`src/rtl/sia_pkg.sv`:
```
`default_nettype none
package sia_pkg;

    localparam int NUM_SLOTS     = 4;
    localparam int NUM_CAP_REGS  = 4;
    localparam int MAX_INDICES   = 256;
    localparam int SLOT_W        = 2;
    localparam int IDX_W         = 8;
    localparam int CAP_W         = 9;
    localparam int OP_W          = 2;
    localparam int STAT_W        = 2;
    localparam int CFG_ADDR_W    = 2;
    localparam int S_TDATA_W     = 16;
    localparam int M_TDATA_W     = 16;

    // bound marks live in rows of ROW_W bits, one valid flop per row
    localparam int ROW_W         = 32;
    localparam int ROW_BITS      = 5;
    localparam int ROWS_PER_SLOT = MAX_INDICES / ROW_W;
    localparam int ROW_SEL_W     = IDX_W - ROW_BITS;
    localparam int ROW_ADDR_W    = SLOT_W + ROW_SEL_W;
    localparam int NUM_ROWS      = NUM_SLOTS * ROWS_PER_SLOT;

    localparam int STK_ADDR_W    = SLOT_W + IDX_W;
    localparam int STK_DEPTH     = NUM_SLOTS * MAX_INDICES;

    typedef enum logic [OP_W-1:0] {
        OP_ALLOC = 2'd0,
        OP_FREE  = 2'd1,
        OP_RESET = 2'd2,
        OP_NONE  = 2'd3
    } opcode_t;

    localparam logic [STAT_W-1:0] STAT_OK        = 2'd0;
    localparam logic [STAT_W-1:0] STAT_EMPTY     = 2'd1;
    localparam logic [STAT_W-1:0] STAT_NOT_BOUND = 2'd2;
    localparam logic [STAT_W-1:0] STAT_BAD_SLOT  = 2'd3;

    typedef struct packed {
        logic accept;
        logic pop;
        logic finish;
        logic mark;
    } sia_cmd_t;

    typedef struct packed {
        logic alloc_go;
        logic out_free;
    } sia_sts_t;

    function automatic logic [CAP_W-1:0] cap_eff(input logic [CAP_W-1:0] c);
        cap_eff = (c > CAP_W'(MAX_INDICES)) ? CAP_W'(MAX_INDICES) : c;
    endfunction

endpackage
`default_nettype wire

```
`src/rtl/sia_ctrl.sv`:
```
`default_nettype none
module sia_ctrl (
    input  logic              aclk,
    input  logic              aresetn,
    input  logic              s_tvalid,
    output logic              s_tready,
    input  sia_pkg::sia_sts_t sts,
    output sia_pkg::sia_cmd_t cmd
);
    import sia_pkg::*;

    typedef enum logic [2:0] {
        S_IDLE = 3'b001,
        S_EXEC = 3'b010,
        S_MARK = 3'b100
    } state_t;

    state_t state_reg, state_next;

    always_ff @(posedge aclk) begin
        if (!aresetn) begin
            state_reg <= S_IDLE;
        end else begin
            state_reg <= state_next;
        end
    end

    always_comb begin
        state_next = state_reg;
        cmd        = '0;
        s_tready   = 1'b0;
        unique case (state_reg)
            S_IDLE: begin
                s_tready   = 1'b1;
                cmd.accept = s_tvalid;
                if (s_tvalid) begin
                    state_next = S_EXEC;
                end
            end
            S_EXEC: begin
                if (sts.alloc_go) begin
                    cmd.pop    = 1'b1;
                    state_next = S_MARK;
                end else if (sts.out_free) begin
                    cmd.finish = 1'b1;
                    state_next = S_IDLE;
                end
            end
            S_MARK: begin
                if (sts.out_free) begin
                    cmd.mark   = 1'b1;
                    state_next = S_IDLE;
                end
            end
            default: begin
                state_next = S_IDLE;
            end
        endcase
    end

endmodule
`default_nettype wire

```
`config.mk`:
```
export PLATFORM = sky130hd
export DESIGN_NAME = sia_ctrl
export DESIGN_NICKNAME = d
export VERILOG_FILES = /design/src/rtl/sia_pkg.sv /design/src/rtl/sia_ctrl.sv
export SDC_FILE = /design/constraint.sdc
export NUM_CORES = 1
export LEC_CHECK = 0
export BUFFER_PORTS_ARGS = -buffer_cell sky130_fd_sc_hd__buf_2
export CORE_AREA = 10 10 47 49
export CTS_BUF_LIST = sky130_fd_sc_hd__clkbuf_16
export CTS_CLUSTER_DIAMETER = 60
export DETAILED_ROUTE_END_ITERATION = 12
export DIE_AREA = 0 0 57 59
export SLEW_MARGIN = 10
export SYNTH_ARGS = -nofsm -noshare
export SYNTH_HDL_FRONTEND = slang
export SYNTH_SLANG_ARGS = --single-unit
```
`constraint.sdc`:
```
create_clock -name aclk -period 1.13 [get_ports aclk]
set_input_delay 0.113 -clock aclk [delete_from_list [all_inputs] [get_ports aclk]]
set_output_delay 0.113 -clock aclk [all_outputs]
set_load 0.02 [all_outputs]
```
### Yosys cells after proc, flatten, opt, wreduce, memory -nomap -nowiden

Index checks and enable logic that the tools add are counted.

* input bits: 5
* output and inout port bits: 5
* logic and storage cells: 16
* bits in registers: 3

* mux-type cells: 11
* equality and inequality tests: 4

Operator list (number)
* two-way mux 3 bit: 3
* one-hot mux 3 bit (3 select lines): 1
* two-way mux 1 bit: 6
* == test 3 x 1 -> 1 bit (second input constant): 1
* == test 3 x 2 -> 1 bit (second input constant): 1
* == test 3 bit (second input constant): 1
* two-way mux 2 bit: 1
* inequality test 2 bit (second input constant): 1

### Longest topological paths before layout

Gate-level depths: netlist (run 1).

* depth in word-level cells: 3
* gate-level depth with buffers: 4

### Worst setup path after synthesis (run 1)

Ideal clock, no wire load.

* path kind: register -> output
* start point: register state_reg[0]
* end point: output port cmd[3] (netlist name)
* arrival: 1291 ps
* buffers on the path: 0
* slack: -274 ps
* data required time: 1017 ps
* stages on the path, launching flop included: 4
* cells stage by stage: dfxtp_1 > or2b_2 > nor2_1 > and2_1

RTL lines
* start, declared: line sia_ctrl.sv:18 `state_t state_reg, state_next;`
* start signal, assigned: line sia_ctrl.sv:24 `state_reg <= state_next;`
* end, declared: line sia_ctrl.sv:8 `output sia_pkg::sia_cmd_t cmd`

==> impl_metrics.tcl, run 1 <==
set metrics [dict create \
    status "finished, violations left" \
    violations "setup timing" \
    clock_path_buffers 2 \
    synth_area_leader_cell "dfxtp_1" \
    ys.flop_type "dfxtp_1" \
    routed_via_density 4.28 \
    initial_core_util_pct 16.5 \
    die_area_sq_um 3360 \
    placedInstanceArea_sq_um 343 \
    path_clk_slew_ps 30 \
    p_comb_share_pct 18.0 \
    avgRoutedWirePerCell_um 12.3 \
    wl_um 738 \
    ios 10 \
    finalCritPeriodShare_pct 113 \
    h-tree-depth 1 \
    initialDrtViolationCount 1 \
    path_max_fanout 4 \
    fin_area_sq_um 513 \
    rsz0062_at_grt "true" \
    diodes 0 \
    worstMarginPinSlew_ps 271 \
    layout.cells.non_filler 60 \
    synth_common_cells "dfxtp_1, nor4b_1" \
    io_buffers 9 \
    dpl.hpwl_um 496 \
    endpoint_kind "output port" \
    synth-seq-cells 3 \
    grt_start_max_net_pins 7 \
    clockPowerShare_pct 67.0 \
    ir_drop_uv 900 \
    area_growth_pct 122 \
    finalPower_w 0.000811 \
    p_leak_nw 0.237 \
    reg2regPathDepth 4 \
    dr.pass1.iters 2 \
    antenna_found_initial 0 \
    synth_top_area_share_pct 25.9 \
    startpoint_type "flop" \
    cts_inserted_buffers 3 \
    critPathKind "flop to output port" \
    worstHoldPathCells 3 \
    grt_pass1_wl_mm 1.25 \
    clock_skew_ps 0.0791 \
    finalSetupViolations 8 \
    die_h_um 59 \
    drc 0 \
    synth.area.top_cells "dfxtp_1, o311ai_4, nor4b_1" \
    maxCapViolCount 0 \
    syn_nets 28 \
    post-place-cells 52 \
    yosysMostFrequentCell "dfxtp_1" \
    largest_register_ffs 3 \
    fin_ws_ps -143 \
    ant_nets 0 \
    clk_latency_ps 220 \
    cts.sinks 3 \
    fin_nets 50 \
    rows 14 \
    synth.distinct_cells 20 \
    avgSynthCellArea_sq_um 10.1 \
    hp-class "input port to flop" \
    gr-usage-all-layers_pct 5.00 \
    finalHoldViolCount 0 \
    synth_edf_count 0 \
    gp_congestion 0.669 \
    vias 257 \
    synth_cells 23 \
    cts_tree "yes" \
    grt_pass1_vias 283 \
    cts-root-buf "clkbuf_16" \
    synth_seq_area_share_pct 25.9 \
    period_needed_ps 1270 \
    p_sw_w 0.000156 \
    design.core.area_sq_um 1400 \
    slew_viol_final 0 \
    switching_share_pct 19.2 \
    power_density_nw_per_um2 1580 \
    async_reset_ff_share_pct 0 \
    syn-cell-area_sq_um 231 \
    ctsHoldBuffers 0 \
    power.internal_w 0.000655 \
    worstPathArrival_ps 1160 \
    ys_warn_count 0 \
    drive_gt1_share_pct 77.3 \
    slew_headroom_pct 81.7 \
    die-width_um 57 \
    worstPathRequired_ps 1020 \
    grt.overflow.total 0 \
    seqPwrFrac_pct 15.0 \
    max_freq_ghz 0.785 \
]
layout by cell type, fill, tap and decap left out, types with 2 or more instances in the layout:
master,count
buf_6,5
buf_4,9
inv_1,2
clkbuf_16,3
buf_2,4
path summary, 6_finish.rpt:
check / startpoint / to / slack (ps)
worst min register to register: state_reg[2] / state_reg[1] / 640
worst max register to register: state_reg[0] / state_reg[2] / -100
worst min-delay path: aresetn / state_reg[1] / 170
worst max-delay path: state_reg[1] / cmd[3] / -140
routing by layer:
layer  GRT usage [%]  vias up  wire [um]
met5               0        -          0
met4            4.03        0          0
met3            2.36        0         42
met2            9.46        4        467
met1            3.78      124        228
li1                -      129          -
cell families after synthesis:
family | count (synthesis) | synth area share (%)
buffers and inverters | 2 | 3.78
and+or+nand+nor | 12 | 40.5
AOI/OAI and AO/OA | 5 | 25.4
muxes | 1 | 4.32
DFF | 3 | 25.9
stage by stage:
| stage | hold WS, ps | utilization (%) | setup WS [ps] | TNS [ps] |
|---|---|---|---|---|
| 6_report | 171 | 36.6 | -143 | -729 |
| 5_1_grt | 175 | 36.6 | -202 | -1210 |
| 4_1_cts | 163 | 35.5 | -153 | -641 |
| 3_5_place_dp | 402 | 24.5 | -54.5 | -99.7 |
| 3_3_place_gp | 398 | 24.5 | -60.0 | -103 |
| 2_1_floorplan | 249 | - | -163 | -186 |
timing repair:
item | 4_1_cts | 5_1_grt
gates resized for setup | 17 | 3
pin swaps | 3 | 1
endpoints found under the hold margin | 0 | 0
setup buffers | 4 | 0
setup endpoints to repair | 6 | 8
critical path, stage by stage (launching register included):
cell	delay, ps
dfxtp_4	350
or2b_4	260
nor2_4	80
and2_4	140
buf_6	100
power groups by stage:
stage	clock [W]	sequential, W	combinational, W
after floorplan	0	0.000122	0.0000577
after global placement	0	0.000122	0.0000933
after detailed placement	0	0.000122	0.0000935
after CTS	0.000554	0.000121	0.000139
after global routing	0.000579	0.000124	0.000156
final	0.000543	0.000122	0.000146
cell type report:
type | count | area (sq um)
clock buffers | 3 | 75.1
clock inverters | 1 | 3.75
fillers | 158 | 888
inverters | 1 | 3.75
multi-input cells | 18 | 201
flip-flops and latches | 3 | 65.1
well taps | 16 | 20.0
repair buffers | 18 | 144
Power figures use the tool's default switching activity.
==> run 2, diff against run 1 <==
==> constraint.sdc (replaced) <==
create_clock -name aclk -period 1.4 [get_ports aclk]
set_input_delay 0.14 -clock aclk [delete_from_list [all_inputs] [get_ports aclk]]
set_output_delay 0.14 -clock aclk [all_outputs]
set_load 0.02 [all_outputs]
==> impl_metrics.tcl, run 2 (synthesized netlist as in run 1, its figures left out) <==
set metrics [dict create \
    status "finished clean" \
    dr.pass1.iters 3 \
    diodes 0 \
    layout_common_cells "buf_2, clkbuf_16, nor4b_1, inv_1" \
    post_cts_buffers 0 \
    path_max_fanout 8 \
    initialDrtViolationCount 1 \
    grt_pass1_wl_um 917 \
    ant_nets 0 \
    grt_start_max_net_pins 10 \
    fillers 156 \
    slowest_stage "dfxtp_4" \
    slew_viol_final 0 \
    gp_congestion 0.623 \
    die_area_sq_um 3360 \
    rows 14 \
    initial_core_util_pct 16.5 \
    finalPower_w 0.000615 \
    worst-path-buf-inv 1 \
    worstMarginPinSlew_ps 378 \
    grt_pass1_vias 215 \
    wl_um 573 \
    finalSetupViolations 0 \
    clk_latency_ps 220 \
    antenna_found_initial 0 \
    critPathKind "flop to output port" \
    ios 10 \
    cts_tree "yes" \
    seq_area_sq_um 65.1 \
    period_needed_ps 1350 \
    cp_cell_sequence "or2b_4 > nor2_2 > and2_4 > buf_6" \
    grt.overflow.total 0 \
    slew_headroom_pct 74.8 \
    die-width_um 57 \
    worstPathRequired_ps 1260 \
    routed_via_density 4.18 \
    maxCapViolCount 0 \
    max_freq_ghz 0.741 \
    cts_inserted_buffers 3 \
    utilization_pct 28.3 \
    clock_skew_ps 0.820 \
    path_clk_slew_ps 30 \
    area_growth_pct 71.4 \
    design.core.area_sq_um 1400 \
    die_h_um 59 \
    p_leak_nw 0.180 \
    multiInputGateArea_sq_um 175 \
    largest_register_ffs 3 \
    final_common_cell "buf_2" \
    cpLargestDelayFamily "simple AND/OR/NAND/NOR gates" \
    gr-usage-all-layers_pct 3.67 \
    power_density_nw_per_um2 1550 \
    cts-root-buf "clkbuf_16" \
    avgRoutedWirePerCell_um 11.2 \
    rsz0062_at_grt "true" \
    endpoint_kind "output port" \
    place_worst_setup_slack_ps 130 \
    io_buffers 9 \
    ir_drop_uv 742 \
    h-tree-depth 1 \
    drc 0 \
    finalHoldViolCount 0 \
    drive_gt1_share_pct 62.9 \
    ctsHoldBuffers 0 \
    fin_ws_ps 50.2 \
    vias 213 \
    startpoint_type "flop" \
    cts.sinks 3 \
    clock_path_buffers 2 \
    finalCritPeriodShare_pct 96.4 \
    worstPathArrival_ps 1210 \
    hp-class "input port to flop" \
    cpPeakStageDelay_ps 360 \
    fin_nets 41 \
]
[run 2: changes by cell type in the layout (fill, tap and decap cells not counted), sizes merged]
cell	before	now
buf	18	9
[run 2: worst paths after layout]
| path | startpoint | end | slack (ps) | depth (start not counted) |
|---|---|---|---|---|
| setup / recovery | state_reg[0] | cmd[3] | 50 | 4 |
| hold / removal | aresetn | state_reg[1] | 190 | 3 |
| setup reg to reg | state_reg[2] | state_reg[2] | 200 | 3 |
| hold reg to reg | state_reg[0] | state_reg[0] | 560 | 2 |
[run 2: worst reg2reg max path, cell delays in order, from the launching register on]
cell      delay, ps
dfxtp_1         540
o21ai_0         230
o311ai_4        140
o21ba_1         190
[run 2: through the flow]
step	std cells	cell area [sq um]	setup TNS [ps]	hold WS, ps
finish	51	397	0	191
global route	51	397	-27.3	208
CTS	51	385	0	194
detailed placement	47	294	0	431
global placement	47	294	0	423
floorplan	23	234	0	276
[run 2: final cells by class]
class / instances / share of cell area (%)
Timing Repair Buffer: 9 / 13.6
Tap cell: 16 / 5.05
Sequential cell: 3 / 16.4
Inverter: 1 / 0.946
Multi-Input combinational cell: 18 / 44.2
Clock inverter: 1 / 0.946
Clock buffer: 3 / 18.9
[run 2: power breakdown]
| part | switching (W) | internal (W) | leakage (nW) |
|---|---|---|---|
| Combinational | 0.0000324 | 0.0000428 | 0.112 |
| Clock | 0.0000716 | 0.000368 | 0.0423 |
| Sequential | 0.00000872 | 0.0000918 | 0.0250 |
[run 2: what timing repair did]
action	in CTS	in global routing
setup endpoints to repair	2	3
resized for setup	5	4
pin swaps	0	1
[run 2: layer usage]
metal	up-vias	global-route usage [%]	routed length, um
met5	-	0	0
met4	0	4.03	0
met3	0	2.36	53
met2	5	5.12	303
met1	99	3.44	216
li1	109	-	-
==> run 3, diff against run 2 <==
--- a/config.mk
+++ b/config.mk
@@ -6,11 +6,14 @@
 export NUM_CORES = 1
 export LEC_CHECK = 0
 export BUFFER_PORTS_ARGS = -buffer_cell sky130_fd_sc_hd__buf_2
+export CELL_PAD_IN_SITES_DETAIL_PLACEMENT = 1
+export CELL_PAD_IN_SITES_GLOBAL_PLACEMENT = 1
 export CORE_AREA = 10 10 47 49
 export CTS_BUF_LIST = sky130_fd_sc_hd__clkbuf_16
 export CTS_CLUSTER_DIAMETER = 60
 export DETAILED_ROUTE_END_ITERATION = 12
 export DIE_AREA = 0 0 57 59
+export PLACE_DENSITY_LB_ADDON = 0.1
 export SLEW_MARGIN = 10
 export SYNTH_ARGS = -nofsm -noshare
 export SYNTH_HDL_FRONTEND = slang
==> impl_metrics.tcl, run 3 (synthesized netlist as in run 1, its figures left out) <==
set metrics [dict create \
    cts-root-buf "clkbuf_16" \
    tns_ps 0 \
    dr.pass1.iters 2 \
    status "finished clean" \
    post-place-cells 47 \
    endpoint_kind "output port" \
    gr-usage-all-layers_pct 4.02 \
    routed_via_density 4.48 \
    antenna_found_initial 0 \
    power_density_nw_per_um2 1520 \
    layout.cells.non_filler 52 \
    wl_um 647 \
    ir_drop_uv 571 \
    finalCritPeriodShare_pct 95.2 \
    ios 10 \
    drc 0 \
    die_area_sq_um 3360 \
    die_h_um 59 \
    cp_cell_sequence "or2b_4 > nor2_2 > and2_1 > buf_4" \
    worstMarginPinSlew_ps 325 \
    slew_headroom_pct 78.1 \
    grt_start_max_net_pins 10 \
    hp-class "input port to flop" \
    drive_gt1_share_pct 66.7 \
    grt_pass1_wl_mm 1.07 \
    clock_skew_ps 1.27 \
    h-tree-depth 1 \
    rsz0062_at_grt "false" \
    rows 14 \
    fillers 168 \
    finalHoldViolCount 0 \
    final_common_cell "buf_2" \
    die-width_um 57 \
    cpPeakStageDelay_ps 360 \
    critPathKind "flop to output port" \
    io_buffers 9 \
    layout_common_cells "buf_2, clkbuf_16, buf_4" \
    worst_hold_slack_ps 189 \
    gp_congestion 0.675 \
    vias 233 \
    ctsHoldBuffers 0 \
    ant_nets 0 \
    clock_path_buffers 2 \
    slowest_stage "dfxtp_4" \
    dpl.hpwl_um 503 \
    clk_latency_ps 220 \
    cts_tree "yes" \
    slew_viol_final 0 \
    initial_core_util_pct 16.5 \
    largest_register_ffs 3 \
    path_clk_slew_ps 30 \
    path_max_fanout 7 \
    fin_nets 42 \
    worstPathRequired_ps 1260 \
    worstPathArrival_ps 1190 \
    area_growth_pct 75.1 \
    maxCapViolCount 0 \
    max_freq_ghz 0.750 \
    diodes 0 \
    finalSetupViolations 0 \
    cts.sinks 3 \
    initialDrtViolationCount 3 \
    grt.overflow.total 0 \
    avgRoutedWirePerCell_um 12.4 \
    period_needed_ps 1330 \
    p_leak_nw 0.183 \
    design.core.area_sq_um 1400 \
    startpoint_type "flop" \
    cts_inserted_buffers 3 \
    grt_pass1_vias 238 \
]
run 3: what timing repair did:
item                                    in CTS  in global routing
setup buffers                                0                  1
endpoints found under the setup margin       4                  4
resized for setup                            6                  3
pin swaps                                    0                  1
hold endpoints to repair                     0                  0
run 3: layer usage:
metal  up-vias  track usage (%)  share of wire [%]
met4         0             3.02                  0
li1        112                -                  -
met3         0             3.00                8.7
met5         -                0                  0
met1       114             3.69                 42
met2         7             6.05                 49
run 3: area by class of cell:
type	instances	area, sq um	area share [%]
multi-input combinational	18	179	44.1
inverter	1	3.75	0.926
sequential	3	66.3	16.4
clock buffer	3	75.1	18.5
clock inverter	1	3.75	0.926
tap	16	20.0	4.94
timing repair buffer	10	57.6	14.2
run 3: report_power, final:
part	total [W]	internal (W)	switching [W]
clock	0.000442	0.000368	0.0000743
sequential	0.000101	0.0000917	0.00000889
combinational	0.0000746	0.0000406	0.0000339
run 3: worst paths after layout:
| check | startpoint | end | slack, ps | cells past startpoint |
|---|---|---|---|---|
| worst max-delay path | state_reg[0] | cmd[3] | 70 | 4 |
| worst min-delay path | aresetn | state_reg[1] | 190 | 3 |
| worst max register to register | state_reg[1] | state_reg[2] | 230 | 3 |
| worst min register to register | state_reg[0] | state_reg[0] | 560 | 2 |
run 3: per-stage QoR:
| stage | setup slack (ps) | area, sq um | power (W) | utilization, % |
|---|---|---|---|---|
| 2_1_floorplan | 17.3 | 234 | 0.000144 | - |
| 3_3_place_gp | 120 | 294 | 0.000169 | 21.0 |
| 3_5_place_dp | 117 | 294 | 0.000168 | 21.0 |
| 4_1_cts | 31.0 | 388 | 0.000626 | 27.7 |
| 5_1_grt | 0.917 | 405 | 0.000646 | 28.9 |
| 6_report | 67.3 | 405 | 0.000617 | 28.9 |
run 3: worst max-delay path: cells and delay by family (launching register included):
family | cells | cell delay, ps
buffers and inverters | 1 | 130
flip-flops | 1 | 360
AND/OR/NAND/NOR | 3 | 480
